==> src/sv/rpc_pkg.sv <==
// Shared codes and character constants for the rotor permutation cipher.
// No dependencies; used by the top level rotor_permutation_cipher.
package rpc_pkg;

  localparam logic [1:0] KIND_LOAD  = 2'd0;
  localparam logic [1:0] KIND_ROTOR = 2'd1;
  localparam logic [1:0] KIND_ENC   = 2'd2;

  localparam logic [1:0] SEL_LEFT  = 2'd0;
  localparam logic [1:0] SEL_RIGHT = 2'd1;
  localparam logic [1:0] SEL_REFL  = 2'd2;

  localparam logic [1:0] STATUS_OK      = 2'd0;
  localparam logic [1:0] STATUS_BAD_SYM = 2'd1;
  localparam logic [1:0] STATUS_DUP     = 2'd2;

  localparam logic [7:0] SYM_BASE = 8'h31;
  localparam logic [7:0] CHAR_L   = 8'h4C;
  localparam logic [7:0] CHAR_R   = 8'h52;
  localparam logic [7:0] CHAR_T   = 8'h54;

endpackage

==> src/sv/rpc_table.sv <==
// One permutation store of the rotor cipher: one write port and one read
// port with registered read data. Standalone; instantiated by the top level.
module rpc_table #(
  parameter int Depth = 42,
  parameter int Width = 6
) (
  input  logic                     clk_i,
  input  logic                     rd_en_i,
  input  logic                     wr_en_i,
  input  logic [$clog2(Depth)-1:0] wr_addr_i,
  input  logic [Width-1:0]         wr_data_i,
  input  logic [$clog2(Depth)-1:0] rd_addr_i,
  output logic [Width-1:0]         rd_data_o
);

  logic [Width-1:0] mem_q [Depth];
  logic [Width-1:0] rd_data_q;

  always_ff @(posedge clk_i) begin
    if (wr_en_i) begin
      mem_q[wr_addr_i] <= wr_data_i;
    end
    if (rd_en_i) begin
      rd_data_q <= mem_q[rd_addr_i];
    end
  end

  assign rd_data_o = rd_data_q;

endmodule

==> src/sv/rotor_permutation_cipher.sv <==
// Top level of the rotor permutation cipher: accept logic, rotor and seen
// state, and a seven-stage lookup pipeline. Depends on rpc_pkg and rpc_table.
//
//   channel | direction | handshake               | fields
//   --------+-----------+-------------------------+-----------------------------------
//   in      | to block  | in_valid_i / in_stall_o | kind, table_select, entry_index,
//           |           |                         | entry_value, left/right_position,
//           |           |                         | char_in
//   out     | from block| out_valid_o/out_stall_i | char_out, status
//
// One word is taken per cycle while in_stall_o is low; its result word passes in order through
// the input register, the five table lookups, each a registered memory read, and the
// result register.
// Reset clears the rotors and the seen marks; the tables hold nothing until loaded.
// A stalled result holds its stage; earlier stages keep filling until all are full.
module rotor_permutation_cipher #(
  parameter int ALPHABET_SIZE = 42
) (
  input  logic       clk_i,
  input  logic       rst_ni,
  input  logic       in_valid_i,
  output logic       in_stall_o,
  input  logic [1:0] kind_i,
  input  logic [1:0] table_select_i,
  input  logic [5:0] entry_index_i,
  input  logic [7:0] entry_value_i,
  input  logic [7:0] left_position_i,
  input  logic [7:0] right_position_i,
  input  logic [7:0] char_in_i,
  output logic       out_valid_o,
  input  logic       out_stall_i,
  output logic [7:0] char_out_o,
  output logic [1:0] status_o
);

  localparam int SymW = $clog2(ALPHABET_SIZE);
  localparam logic [SymW:0] NExt = (SymW+1)'(ALPHABET_SIZE);
  localparam logic [SymW-1:0] NotchL = SymW'(rpc_pkg::CHAR_L - rpc_pkg::SYM_BASE);
  localparam logic [SymW-1:0] NotchR = SymW'(rpc_pkg::CHAR_R - rpc_pkg::SYM_BASE);
  localparam logic [SymW-1:0] NotchT = SymW'(rpc_pkg::CHAR_T - rpc_pkg::SYM_BASE);

  typedef struct packed {
    logic            enc;
    logic [1:0]      status;
    logic [SymW-1:0] lrot;
    logic [SymW-1:0] rrot;
    logic [1:0]      sel;
    logic            wr;
    logic [SymW-1:0] idx;
    logic [SymW-1:0] val;
  } stage_t;

  function automatic logic [SymW-1:0] add_mod(input logic [SymW-1:0] a,
                                               input logic [SymW-1:0] b);
    logic [SymW:0] s;
    s = {1'b0, a} + {1'b0, b};
    if (s >= NExt) s = s - NExt;
    return s[SymW-1:0];
  endfunction

  function automatic logic [SymW-1:0] sub_mod(input logic [SymW-1:0] a,
                                               input logic [SymW-1:0] b);
    logic [SymW:0] s;
    s = {1'b0, a} + NExt - {1'b0, b};
    if (s >= NExt) s = s - NExt;
    return s[SymW-1:0];
  endfunction

  function automatic logic sym_ok(input logic [7:0] c);
    logic [7:0] d;
    d = c - rpc_pkg::SYM_BASE;
    return (c >= rpc_pkg::SYM_BASE) && (d < 8'(ALPHABET_SIZE));
  endfunction

  logic [7:1] vld_q;
  logic [8:1] take;
  logic [7:1] load;

  stage_t ctl1_q, ctl2_q, ctl3_q, ctl4_q, ctl5_q, ctl6_q;
  logic [SymW-1:0] sym1_q;
  logic [SymW-1:0] rp_data, lp_data, rf_data, li_data, ri_data;
  logic [7:0] char_q;
  logic [1:0] status_q;

  logic [SymW-1:0] lrot_q, rrot_q;
  logic [2:0]      seen_q [ALPHABET_SIZE];

  stage_t          ctl1_d;
  logic [SymW-1:0] sym1_d;
  logic [SymW-1:0] lrot_d, rrot_d, rr_step, lr_step;
  logic [7:0]      ent_diff, chr_diff, lp_diff, rp_diff;
  logic [2:0]      seen_row;
  logic [7:0]      char_d;

  // Flow control: a stage takes a word when empty or when its word moves on.
  always_comb begin
    take[8] = !vld_q[7] || !out_stall_i;
    for (int k = 7; k >= 1; k--) begin
      take[k] = !vld_q[k] || take[k+1];
    end
    load[1] = in_valid_i && take[1];
    for (int k = 2; k <= 7; k++) begin
      load[k] = vld_q[k-1] && take[k];
    end
  end

  assign in_stall_o = !take[1];

  always_comb begin
    ent_diff = entry_value_i - rpc_pkg::SYM_BASE;
    chr_diff = char_in_i - rpc_pkg::SYM_BASE;
    lp_diff  = left_position_i - rpc_pkg::SYM_BASE;
    rp_diff  = right_position_i - rpc_pkg::SYM_BASE;
    seen_row = '0;
    for (int i = 0; i < ALPHABET_SIZE; i++) begin
      if (ent_diff == 8'(i)) seen_row = seen_q[i];
    end
    rr_step = add_mod(rrot_q, SymW'(1));
    if (rr_step == NotchL || rr_step == NotchR || rr_step == NotchT) begin
      lr_step = add_mod(lrot_q, SymW'(1));
    end else begin
      lr_step = lrot_q;
    end
    lrot_d = lrot_q;
    rrot_d = rrot_q;
    ctl1_d = '0;
    ctl1_d.sel = table_select_i;
    ctl1_d.idx = entry_index_i[SymW-1:0];
    ctl1_d.val = ent_diff[SymW-1:0];
    sym1_d = chr_diff[SymW-1:0];
    unique case (kind_i)
      rpc_pkg::KIND_LOAD: begin
        if (!sym_ok(entry_value_i)) begin
          ctl1_d.status = rpc_pkg::STATUS_BAD_SYM;
        end else if (table_select_i <= rpc_pkg::SEL_REFL &&
                     entry_index_i < 6'(ALPHABET_SIZE)) begin
          if (seen_row[table_select_i]) begin
            ctl1_d.status = rpc_pkg::STATUS_DUP;
          end else begin
            ctl1_d.wr = 1'b1;
          end
        end
      end
      rpc_pkg::KIND_ROTOR: begin
        if (sym_ok(left_position_i) && sym_ok(right_position_i)) begin
          lrot_d = lp_diff[SymW-1:0];
          rrot_d = rp_diff[SymW-1:0];
        end else begin
          ctl1_d.status = rpc_pkg::STATUS_BAD_SYM;
        end
      end
      rpc_pkg::KIND_ENC: begin
        if (sym_ok(char_in_i)) begin
          lrot_d     = lr_step;
          rrot_d     = rr_step;
          ctl1_d.enc = 1'b1;
        end else begin
          ctl1_d.status = rpc_pkg::STATUS_BAD_SYM;
        end
      end
      default: begin
      end
    endcase
    ctl1_d.lrot = lrot_d;
    ctl1_d.rrot = rrot_d;
  end

  always_ff @(posedge clk_i or negedge rst_ni) begin
    if (!rst_ni) begin
      vld_q  <= '0;
      lrot_q <= '0;
      rrot_q <= '0;
      for (int i = 0; i < ALPHABET_SIZE; i++) begin
        seen_q[i] <= '0;
      end
    end else begin
      if (take[1]) vld_q[1] <= in_valid_i;
      for (int k = 2; k <= 7; k++) begin
        if (take[k]) vld_q[k] <= vld_q[k-1];
      end
      if (load[1]) begin
        lrot_q <= lrot_d;
        rrot_q <= rrot_d;
        if (ctl1_d.wr) seen_q[ctl1_d.val][ctl1_d.sel] <= 1'b1;
      end
    end
  end

  always_ff @(posedge clk_i) begin
    if (load[1]) begin
      ctl1_q <= ctl1_d;
      sym1_q <= sym1_d;
    end
    if (load[2]) ctl2_q <= ctl1_q;
    if (load[3]) ctl3_q <= ctl2_q;
    if (load[4]) ctl4_q <= ctl3_q;
    if (load[5]) ctl5_q <= ctl4_q;
    if (load[6]) ctl6_q <= ctl5_q;
    if (load[7]) begin
      char_q   <= char_d;
      status_q <= ctl6_q.status;
    end
  end

  assign char_d = ctl6_q.enc ? 8'(sub_mod(ri_data, ctl6_q.rrot)) + rpc_pkg::SYM_BASE
                             : 8'd0;

  rpc_table #(.Depth(ALPHABET_SIZE), .Width(SymW)) u_right_perm (
    .clk_i     (clk_i),
    .rd_en_i   (load[2]),
    .wr_en_i   (load[2] && ctl1_q.wr && ctl1_q.sel == rpc_pkg::SEL_RIGHT),
    .wr_addr_i (ctl1_q.idx),
    .wr_data_i (ctl1_q.val),
    .rd_addr_i (add_mod(sym1_q, ctl1_q.rrot)),
    .rd_data_o (rp_data)
  );

  rpc_table #(.Depth(ALPHABET_SIZE), .Width(SymW)) u_left_perm (
    .clk_i     (clk_i),
    .rd_en_i   (load[3]),
    .wr_en_i   (load[3] && ctl2_q.wr && ctl2_q.sel == rpc_pkg::SEL_LEFT),
    .wr_addr_i (ctl2_q.idx),
    .wr_data_i (ctl2_q.val),
    .rd_addr_i (add_mod(sub_mod(rp_data, ctl2_q.rrot), ctl2_q.lrot)),
    .rd_data_o (lp_data)
  );

  rpc_table #(.Depth(ALPHABET_SIZE), .Width(SymW)) u_reflector (
    .clk_i     (clk_i),
    .rd_en_i   (load[4]),
    .wr_en_i   (load[4] && ctl3_q.wr && ctl3_q.sel == rpc_pkg::SEL_REFL),
    .wr_addr_i (ctl3_q.idx),
    .wr_data_i (ctl3_q.val),
    .rd_addr_i (sub_mod(lp_data, ctl3_q.lrot)),
    .rd_data_o (rf_data)
  );

  rpc_table #(.Depth(ALPHABET_SIZE), .Width(SymW)) u_left_inverse (
    .clk_i     (clk_i),
    .rd_en_i   (load[5]),
    .wr_en_i   (load[5] && ctl4_q.wr && ctl4_q.sel == rpc_pkg::SEL_LEFT),
    .wr_addr_i (ctl4_q.val),
    .wr_data_i (ctl4_q.idx),
    .rd_addr_i (add_mod(rf_data, ctl4_q.lrot)),
    .rd_data_o (li_data)
  );

  rpc_table #(.Depth(ALPHABET_SIZE), .Width(SymW)) u_right_inverse (
    .clk_i     (clk_i),
    .rd_en_i   (load[6]),
    .wr_en_i   (load[6] && ctl5_q.wr && ctl5_q.sel == rpc_pkg::SEL_RIGHT),
    .wr_addr_i (ctl5_q.val),
    .wr_data_i (ctl5_q.idx),
    .rd_addr_i (add_mod(sub_mod(li_data, ctl5_q.lrot), ctl5_q.rrot)),
    .rd_data_o (ri_data)
  );

  assign out_valid_o = vld_q[7];
  assign char_out_o  = char_q;
  assign status_o    = status_q;

  a_stall_needs_full: assert property (@(posedge clk_i) disable iff (!rst_ni)
    in_stall_o |-> (vld_q == '1 && out_stall_i))
    else $error("input stalled while the pipeline has room");

  a_error_no_char: assert property (@(posedge clk_i) disable iff (!rst_ni)
    (out_valid_o && status_o != rpc_pkg::STATUS_OK) |-> (char_out_o == 8'd0))
    else $error("error word carries a character");

  a_rotor_range: assert property (@(posedge clk_i) disable iff (!rst_ni)
    (lrot_q < SymW'(ALPHABET_SIZE)) && (rrot_q < SymW'(ALPHABET_SIZE)))
    else $error("rotor position beyond the alphabet");

  a_rotor_hold: assert property (@(posedge clk_i) disable iff (!rst_ni)
    !load[1] |=> ($stable(lrot_q) && $stable(rrot_q)))
    else $error("rotor moved without an accepted word");

endmodule
==> config.mk <==
export PLATFORM = sky130hd
export DESIGN_NAME = rotor_permutation_cipher
export DESIGN_NICKNAME = d
export VERILOG_FILES = /design/src/sv/rpc_pkg.sv /design/src/sv/rpc_table.sv /design/src/sv/rotor_permutation_cipher.sv
export SDC_FILE = /design/constraint.sdc
export NUM_CORES = 2
export LEC_CHECK = 0
export BUFFER_PORTS_ARGS = -buffer_cell sky130_fd_sc_hd__buf_2
export CORE_UTILIZATION = 30
export CTS_CLUSTER_DIAMETER = 50
export DETAILED_ROUTE_END_ITERATION = 7
export GPL_TIMING_DRIVEN = 1
export SYNTH_ARGS = -nofsm -noshare
export SYNTH_HDL_FRONTEND = slang
export SYNTH_SLANG_ARGS = --single-unit
==> constraint.sdc <==
create_clock -name clk_i -period 11 [get_ports clk_i]
set_clock_uncertainty 0.05 [all_clocks]
set_input_delay 1.1 -clock clk_i [delete_from_list [all_inputs] [get_ports clk_i]]
set_output_delay 1.1 -clock clk_i [all_outputs]
set_load 0.05 [all_outputs]
==> results.py <==
metrics = {
    "outcome": {
        "outcome": "completed",
    },
    "yosys": {
        "ys_types": 97,
        "syn_area_um2": 70900,
        "ys_seq_area_share_pct": 67.1,
        "yosys_warnings": 0,
        "netlist_instances": 5164,
        "syn-num-nets": 5313,
        "ys_seq_elements": 1609,
        "avgSynthCellArea_um2": 13.7,
        "synth-edff-count": 1464,
        "async_flop_share_pct": 9.01,
        "synth-main-ff-cell": "edfxtp_1",
    },
    "global_route": {
        "grt_pass1_vias": 42900,
        "grt_pass1_wl_um": 271000,
        "grtUsageMet3_pct": 2.23,
        "gr-total-overflow": 0,
        "grt_max_degree": 79,
        "grt_util_met2_pct": 23.9,
        "busiest_layer": "met2",
        "use_met1_pct": 20.2,
        "grt_antenna_before_repair": 2,
        "grt_usage_pct": 14.7,
    },
    "sta": {
        "fin_crit_sh_pct": 77.9,
        "tns_ns": 0,
        "min_period_ns": 8.57,
        "max_freq_mhz": 117,
        "worst_pin_slew_ns": 1.24,
        "slew_viol_final": 0,
        "timing.hold.ws_ns": 0.222,
        "grt_setup_unrepaired": "no",
        "slew-limit-headroom_pct": 17.3,
        "final-hold-violation-count": 0,
        "final-setup-viol-count": 0,
    },
    "setup_path": {
        "slowest_stage": "ha_1",
        "cpPeakStageDelay_ns": 1.08,
        "start_kind": "register",
        "worst_ep_required_time_ns": 11.51,
        "path_class": "reg2reg",
        "crit_path_cell_trace": "ha_1 > inv_1 > ha_1 > fa_1 > inv_1 > ha_1 > a21oi_1 > nor2_1 > o21ai_0 > xnor2_1 > inv_1 > fa_1 > xnor2_4 > buf_4 > clkinv_1 > ha_1 > inv_1 > o21ai_2 > nand2_1 > mux2_2 > a2111oi_0 > o21ai_0 > a31o_2",
        "crit_path_max_fanout": 27,
        "path_buf_inv": 6,
        "critPathCaptureType": "register",
        "worstPathArrival_ns": 9.08,
        "reg2reg_from": "ctl2_q[16]",
        "cp_top_family": "adder cells",
        "startpoint": "ctl2_q[16]",
    },
    "clock_tree": {
        "clk_pin_slew_ns": 0.06,
        "cts_tree": "yes",
        "clock-root-buffer": "clkbuf_16",
        "post_cts_buffers": 0,
        "cts.hold.buffers_added": 0,
        "numCtsBuffers": 172,
        "cts_max_level": 4,
        "post_cts_resized": 0,
        "cts_buffer_depth": 3,
        "clock_latency_ns": 0.82,
        "numClockSinks": 1609,
    },
    "route": {
        "wire_per_inst_um": 21.1,
        "ant_nets": 0,
        "routed_wl_um": 179000,
        "drt_iter0_markers": 4476,
        "dr.pass1.iters": 7,
        "drc_errors": 0,
        "via_per_inst": 5.18,
        "vias": 44100,
    },
    "die": {
        "rows": 178,
        "pin_count": 58,
        "core-area_um2": 235000,
        "initial_core_util_pct": 30.2,
        "dieArea_um2": 238000,
        "die_x_um": 488,
        "die_y_um": 488,
    },
    "run": {
        "max-cap-violations": 0,
    },
    "final_layout": {
        "nFillCells": 22800,
        "syn2layout_area_growth_pct": 13.3,
        "drive_gt1_share_pct": 13.3,
        "fin_nets": 5373,
    },
    "placed_design": {
        "io_buffers": 56,
        "post-dp-hpwl_um": 117000,
        "gp_congestion": 0.866,
    },
    "min_path": {
        "hold_path.class": "in2async",
    },
}
## synthesized netlist by cell type, types with 23 or more instances
library cell     n  share of area, %
xnor2_1         41              0.51
nand4_1         41              0.36
ha_1            95               1.7
clkbuf_1       160              0.85
nor3_1          58              0.41
a211oi_1        35              0.37
a21o_1          69              0.73
buf_1           32              0.17
mux4_2         117               3.7
o2111ai_1       23              0.28
a31o_2          81               1.0
a31oi_1         23              0.20
a2111oi_0       30              0.37
buf_2           57              0.40
nor2b_1         42              0.37
dfrtp_1        145               5.1
mux2_2          64               1.0
o21a_1          23              0.24
inv_1          159              0.84
nand2_1        615               3.3
a22oi_1         44              0.47
o21ai_0        121              0.85
nand2b_1        24              0.21
o211ai_1        94               1.0
nand3_1        237               1.7
xor2_1          26              0.32
edfxtp_1      1464                62
o22ai_1         48              0.42
o31ai_1         25              0.26
nor2_1         420               2.2
mux2i_1        185               2.6
a21oi_1        136              0.96
and3_1          42              0.37
and2_1          29              0.26
## flip-flops by register name, indices dropped and copies added (netlist names), 7 cells and up
name and flops:
u_right_inverse.mem_q 252, ctl4_q 30, u_left_inverse.mem_q 252, ctl1_q 30
vld_q 7, ctl5_q 30, seen_q 126, u_left_perm.mem_q 252
char_out_o 7, ctl2_q 30, ctl6_q 9, ctl3_q 30
u_reflector.mem_q 252, u_right_perm.mem_q 252
## layout by cell type (no fill, tap or decap), types with 38 or more instances in the layout
cell	instances
edfxtp_1	1464
nand2_1	615
nor2_1	418
nand3_1	237
mux2i_1	184
clkbuf_16	172
inv_1	158
dfrtp_1	145
a21oi_1	136
o21ai_0	121
mux4_2	117
o211ai_1	94
ha_1	93
buf_4	88
a31o_2	81
a21o_1	69
mux2_2	64
nor3_1	57
buf_2	55
o22ai_1	48
a22oi_1	44
and3_1	42
nor2b_1	41
nand4_1	41
clkinv_1	38
## logic make-up after synthesis
group           share of synthesized area [%]
xor+xnor                                0.942
buf+inv                                  2.38
fa+ha+maj                                1.90
other cells                           0.00529
simple gates                             10.5
mux                                      7.47
flops                                    67.1
compound gates                           9.71
## worst reg2reg max path, stage by stage, from the launching register on
cell	delay (ns)
edfxtp_1	0.39
ha_1	0.29
inv_1	0.04
ha_1	0.20
fa_1	0.59
inv_1	0.08
ha_1	0.23
a21oi_1	0.16
nor2_1	0.05
o21ai_0	0.46
xnor2_1	0.20
inv_1	0.08
fa_1	0.47
xnor2_4	0.19
buf_4	0.38
clkinv_1	0.55
ha_1	1.08
inv_1	0.41
o21ai_2	0.28
nand2_1	0.70
mux2_2	0.52
a2111oi_0	0.44
o21ai_0	0.18
a31o_2	0.30
## stage by stage
stage | cells | area (um2) | utilization, % | setup slack, ns
floorplan | 5164 | 70900 | - | 4.85
global placement | 8200 | 74900 | 31.9 | 2.79
detailed placement | 8200 | 74900 | 31.9 | 2.63
CTS | 8512 | 80300 | 34.2 | 2.59
global route | 8513 | 80300 | 34.2 | 1.82
finish | 8514 | 80300 | 34.2 | 2.43
## routing by layer
| layer | share of wire [%] | vias to the layer above |
|---|---|---|
| met5 | 0.0056 | - |
| met4 | 2.6 | 2 |
| met3 | 6.2 | 289 |
| met2 | 48 | 1625 |
| met1 | 44 | 22200 |
| li1 | - | 20000 |
## worst paths after layout
kind	to	slack (ns)	cells after the start
worst min-delay path	rrot_q[5]	0.22	1
max in group asynchronous	seen_q[52]	9.08	2
worst max-delay path	u_left_perm.rd_data_o[2]	2.43	23
worst min register to register	ctl5_q[28]	0.38	0
min in group clk_i	ctl5_q[28]	0.38	0
worst max register to register	u_left_perm.rd_data_o[2]	2.43	23
## layout make-up
cell class                 instances  area [um2]  share of cell area (%)
sequential                      1609       47600                    59.2
timing repair buffer             144         947                    1.18
multi-input combinational       3136       21800                    27.2
tap                             3150        3940                    4.91
inverter                         161         604                   0.752
clock inverter                   100         903                    1.12
clock buffer                     212        4510                    5.62
antenna                            2        5.00                 0.00623
Power is not shown: default switching activity piles up to over one toggle a cycle in this logic, so the estimate is an artifact.
